[config.mk]
export PLATFORM = sky130hd
export DESIGN_NAME = mvt_merge
export DESIGN_NICKNAME = d
export VERILOG_FILES = /design/src/rtl/mvt_pkg.sv /design/src/rtl/mvt_merge.sv
export SDC_FILE = /design/constraint.sdc
export NUM_CORES = 1
export LEC_CHECK = 0
export ABC_CLOCK_PERIOD_IN_PS = 1200
export BUFFER_PORTS_ARGS = -buffer_cell sky130_fd_sc_hd__buf_4
export CAP_MARGIN = 20
export CORE_ASPECT_RATIO = 0.6
export CORE_MARGIN = 5
export CORE_UTILIZATION = 36
export CTS_CLUSTER_DIAMETER = 120
export DETAILED_ROUTE_END_ITERATION = 6
export PLACE_DENSITY = 0.8
export SKIP_LAST_GASP = 1
export SYNTH_ARGS = -nofsm -noshare
export SYNTH_HDL_FRONTEND = slang
export SYNTH_SLANG_ARGS = --single-unit
[constraint.sdc]
create_clock -name clk_i -period 1.2 [get_ports clk_i]
set_input_delay 0.06 -clock clk_i [delete_from_list [all_inputs] [get_ports clk_i]]
set_output_delay 0.06 -clock clk_i [all_outputs]
set_load 0.01 [all_outputs]
[src/rtl/mvt_pkg.sv]
`timescale 1ns / 1ps
`default_nettype none

package mvt_pkg;

  localparam int unsigned FRAC_BITS_DEF = 16;
  localparam int unsigned NUM_ROWS      = 4;
  localparam int unsigned NUM_COLS      = 4;
  localparam int unsigned DATA_W        = 32;
  localparam int unsigned PROD_W        = 2 * DATA_W;
  localparam int unsigned CFG_W         = 64;
  localparam int unsigned CFG_IDX_W     = 4;
  localparam int unsigned NUM_REGS      = 8;

  localparam logic [DATA_W-1:0] SAT_MAX = {1'b0, {(DATA_W-1){1'b1}}};
  localparam logic [DATA_W-1:0] SAT_MIN = {1'b1, {(DATA_W-1){1'b0}}};

  typedef logic [NUM_COLS-1:0][DATA_W-1:0] row_t;
  typedef logic [CFG_W-1:0]                mat_reg_t;

  localparam mat_reg_t MAT_RESET [NUM_REGS] = '{
    64'h0000_0000_0001_0000,
    64'h0000_0000_0000_0000,
    64'h0001_0000_0000_0000,
    64'h0000_0000_0000_0000,
    64'h0000_0000_0000_0000,
    64'h0000_0000_0001_0000,
    64'h0000_0000_0000_0000,
    64'h0001_0000_0000_0000
  };

endpackage

`default_nettype wire

[src/rtl/mvt_merge.sv]
`timescale 1ns / 1ps
`default_nettype none

module mvt_merge #(
  parameter int unsigned SumW = mvt_pkg::PROD_W - mvt_pkg::FRAC_BITS_DEF + 2
) (
  input  wire                              clk_i,
  input  wire [mvt_pkg::NUM_ROWS-1:0][SumW-1:0] sum_i,
  output mvt_pkg::row_t                    res_o,
  output logic                             ovf_o
);

  localparam int unsigned HiW = SumW - mvt_pkg::DATA_W + 1;

  mvt_pkg::row_t                res_d;
  mvt_pkg::row_t                res_q;
  logic [mvt_pkg::NUM_ROWS-1:0] sat;
  logic                         ovf_q;

  for (genvar r = 0; r < mvt_pkg::NUM_ROWS; r++) begin : g_row
    logic [HiW-1:0] hi;
    assign hi       = sum_i[r][SumW-1:mvt_pkg::DATA_W-1];
    assign sat[r]   = (hi != '0) && (hi != '1);
    assign res_d[r] = !sat[r]           ? sum_i[r][mvt_pkg::DATA_W-1:0] :
                      sum_i[r][SumW-1] ? mvt_pkg::SAT_MIN : mvt_pkg::SAT_MAX;
  end

  always_ff @(posedge clk_i) begin
    res_q <= res_d;
    ovf_q <= |sat;
  end

  assign res_o = res_q;
  assign ovf_o = ovf_q;

endmodule

`default_nettype wire

# Word level (Yosys, flattened, before mapping)
# Cells that the tools add are included.
# word_totals
mem_bits_ro	0
latchBits	0
word_cells	26
output_inout_bits	129
mem_bits_rw	0
in_bits	201
n_memories	0
regBits	129
# op_classes
n_mul	0
shift	0
n_reduce_logical	9
div_mod_pow	0
n_bitwise	0
muxes	8
order_cmp	0
eq_ne	4
n_addsub	0
# ops
operator	n
32-bit two-way mux	8
19-bit != test (second input constant)	4
19-bit nonzero test	4
1-bit logical AND	4
4-bit OR reduction	1

# Depth between registers and ports, before layout
# depth
ltp_word	3
ltp_mapped	6
depth_no_buf	5

# Worst setup path before layout
# Ideal clock, no wire load.
# synth_path
path_kind	input-to-reg
start	in sum_i[41] (netlist name)
end	reg res_q, in the netlist res_o[21]
path_buffers	1
required_time_ps	1085
arrival_ps	1103
setup_ps	115
slack_ps	-18
path_stages	6
path_cell_list	nor4_1 -> nand4_1 -> nor4_2 -> a311oi_2 -> buf_6 -> a21o_2
# synth_lines
element	line	source
start: declaration	mvt_merge.sv:8	input wire [mvt_pkg::NUM_ROWS-1:0][SumW-1:0] sum_i,
end signal: assignment	mvt_merge.sv:29	res_q <= res_d;
end: declaration	mvt_merge.sv:16	mvt_pkg::row_t res_q;

==> impl_metrics.yaml <==
logic_synthesis:
  yosysWarnings: 0
  synth_top_area_share_pct: 60.0
  synthTopCellsByArea: "dfxtp_1, a21o_2, a21o_1, buf_6, nand4_1"
  netlist_instances: 340
  syn_area_um2: 4310
  ys_seq_elements: 129
  synth_fp_nets: 541
  synth_top_area_cell: "dfxtp_1"
  avgSynthCellArea_um2: 12.7
  ys_seq_area_share_pct: 60.0
  synth.lib_cells_used.distinct: 16
setup_path:
  cp.arrival_ns: 1.68
  crit_start: "sum_i[191]"
  crit_type: "in2reg"
  cp.required_ns: 1.48
  start_kind: "input port"
  critPathMaxFanout: 7
  cp-end-kind: "flip-flop"
sta:
  setup_tns_ns: -5.09
  fin_crit_sh_pct: 116
  max_freq_ghz: 0.716
  hold_violations: 0
  hold_slack_ns: 0.197
  slew_headroom_pct: 72.3
  fin_crit_ns: 1.40
  drv_slew: 0
  setup_violations: 56
  tightest_slew_ns: 0.416
  fin_ws_ns: -0.198
  rsz0062_at_grt: "true"
drt:
  dr_total_vias: 4999
  drtIter0Drc: 216
  firstDrtPassIters: 6
  drt-total-wl_um: 22200
  drc: 0
  postRouteAntennaNets: 0
  wl_per_cell_um: 22.2
  viasPerCell: 5.01
layout:
  utilization_pct: 81.4
  finalNonFillerCells: 997
  layout.nets: 1023
  stdcell_area_um2: 9350
  syn_to_final_growth_pct: 117
  drive_gt1_share_pct: 60.6
placed_design:
  post-place-ws_ns: -0.316
  place_inst: 821
  dp.final_hpwl_um: 11900
  place_area_um2: 7060
  io_buffers: 329
  finalWeightedCongestion: 0.789
clock_network:
  htree_levels: 4
  clock_path_buffers: 2
  numCtsBuffers: 17
  clock-root-buffer: "clkbuf_16"
  clock-sinks: 129
  cts_tree: "yes"
  clkTransAtPathRegs_ns: 0.07
global_routing:
  antenna_found_initial: 1
  grt_pass1_vias: 5359
  gr-total-overflow: 0
  grt_pass1_wl_um: 28800
  grt_start_max_net_pins: 32
  grt.total_usage_pct: 25.9
status:
  status: "finished with violations"
  violations: "negative setup slack"
floorplanning:
  core.rowCount: 30
  dieArea_um2: 14300
  die_w_um: 151
  start_util_pct: 37.5
  ios: 330
  coreArea_um2: 11500
  die_y_um: 94.7
pwr:
  p_per_area_nw_per_um2: 1280
  p_total_mw: 12.0
  ir_worst_vdd_uv: 1040
  p_leak_nw: 4.62
hold_path:
  min-delay-start: "sum_i[199]"
  min_path_cells: 4
  min_to: "res_o[103]"
  hold_path.class: "in2reg"
flow_run:
  drv_cap: 0
[sequential cells by signal, indices dropped and copies added, names as in the netlist]
name and flops:
ovf_o 1, res_o 128
[cells in the mapped netlist]
| cell | count |
|---|---|
| nor4_2 | 4 |
| and3_1 | 3 |
| clkbuf_1 | 2 |
| a311oi_2 | 3 |
| nand4_1 | 21 |
| a21o_2 | 85 |
| nor4_1 | 17 |
| buf_6 | 18 |
| a41o_1 | 1 |
| nor2_1 | 7 |
| buf_4 | 3 |
| a21o_1 | 39 |
| dfxtp_1 | 129 |
| buf_2 | 2 |
| a31o_2 | 3 |
| dlygate4sd3_1 | 3 |
[worst max-delay path: stages]
cell       delay (ns)
buf_6            0.11
nor4_4           0.28
nand4_1          0.25
nor4_4           0.38
buf_4            0.17
nor2_4           0.07
clkbuf_16        0.16
a21o_1           0.18
[worst max-delay path by stage]
stage	endpoint	depth (start not counted)	slack [ns]
after CTS	res_o[120]	6	0.1
after global placement	res_o[44]	8	-0.26
final	res_o[97]	8	-0.20
after detailed placement	res_o[117]	6	-0.32
after floorplan	res_o[21]	6	-0.006
after global routing	res_o[97]	8	-0.23
[layout by cell type (no fill, tap or decap)]
master,Yosys,final
buf_4,3,331
nor4_2,4,8
nand4_1,21,21
clkinv_4,0,2
buf_6,18,20
bufinv_16,0,3
clkbuf_8,0,3
inv_6,0,1
diode_2,0,2
buf_2,2,2
nor2_1,7,6
a21o_1,39,39
a21o_4,0,8
clkinvlp_4,0,5
a31o_2,3,3
a41o_2,0,1
dfxtp_1,129,129
dlygate4sd3_1,3,128
nor2_4,0,1
nor4_1,17,2
clkbuf_16,0,19
nor4_4,0,11
and3_1,3,3
buf_8,0,2
a21o_2,85,77
a311oi_4,0,3
buf_12,0,6
clkbuf_1,2,1
[cell families after synthesis]
logic type             Yosys count  share of synthesized area (%)
AOI/OAI and AO/OA              131                           26.0
and+or+nand+nor                 52                           7.73
buffers and inverters           28                           6.33
DFF                            129                           60.0
[metal layers]
metal | track usage (%) | wire length (um) | vias to the layer above
li1 | - | - | 2214
met1 | 26.6 | 7710 | 2448
met2 | 48.7 | 11900 | 279
met3 | 8.06 | 1750 | 58
met4 | 10.8 | 794 | 0
met5 | 0 | 0 | -
[final cells by class]
| cell class | count | area [um^2] |
|---|---|---|
| fillers | 631 | 2140 |
| well taps | 160 | 200 |
| repair buffers | 491 | 4200 |
| clock inverters | 11 | 154 |
| flip-flops and latches | 129 | 2580 |
| multi-input cells | 183 | 1730 |
| clock buffers | 21 | 470 |
| diodes | 2 | 5.00 |
[report_power, final]
part           total [mW]  internal, mW  switching (mW)
clock network        5.41          3.45            1.96
registers            4.60          4.52          0.0803
logic                1.99          1.23           0.755
total                12.0          9.20            2.79
[repair_timing]
action                                 CTS  global route
hold buffers                           128             0
endpoints found under the hold margin  128             0
setup buffers                            0             4
gates resized for setup                  0            52
setup endpoints to repair                0            93
(Power assumes the default switching activity.)
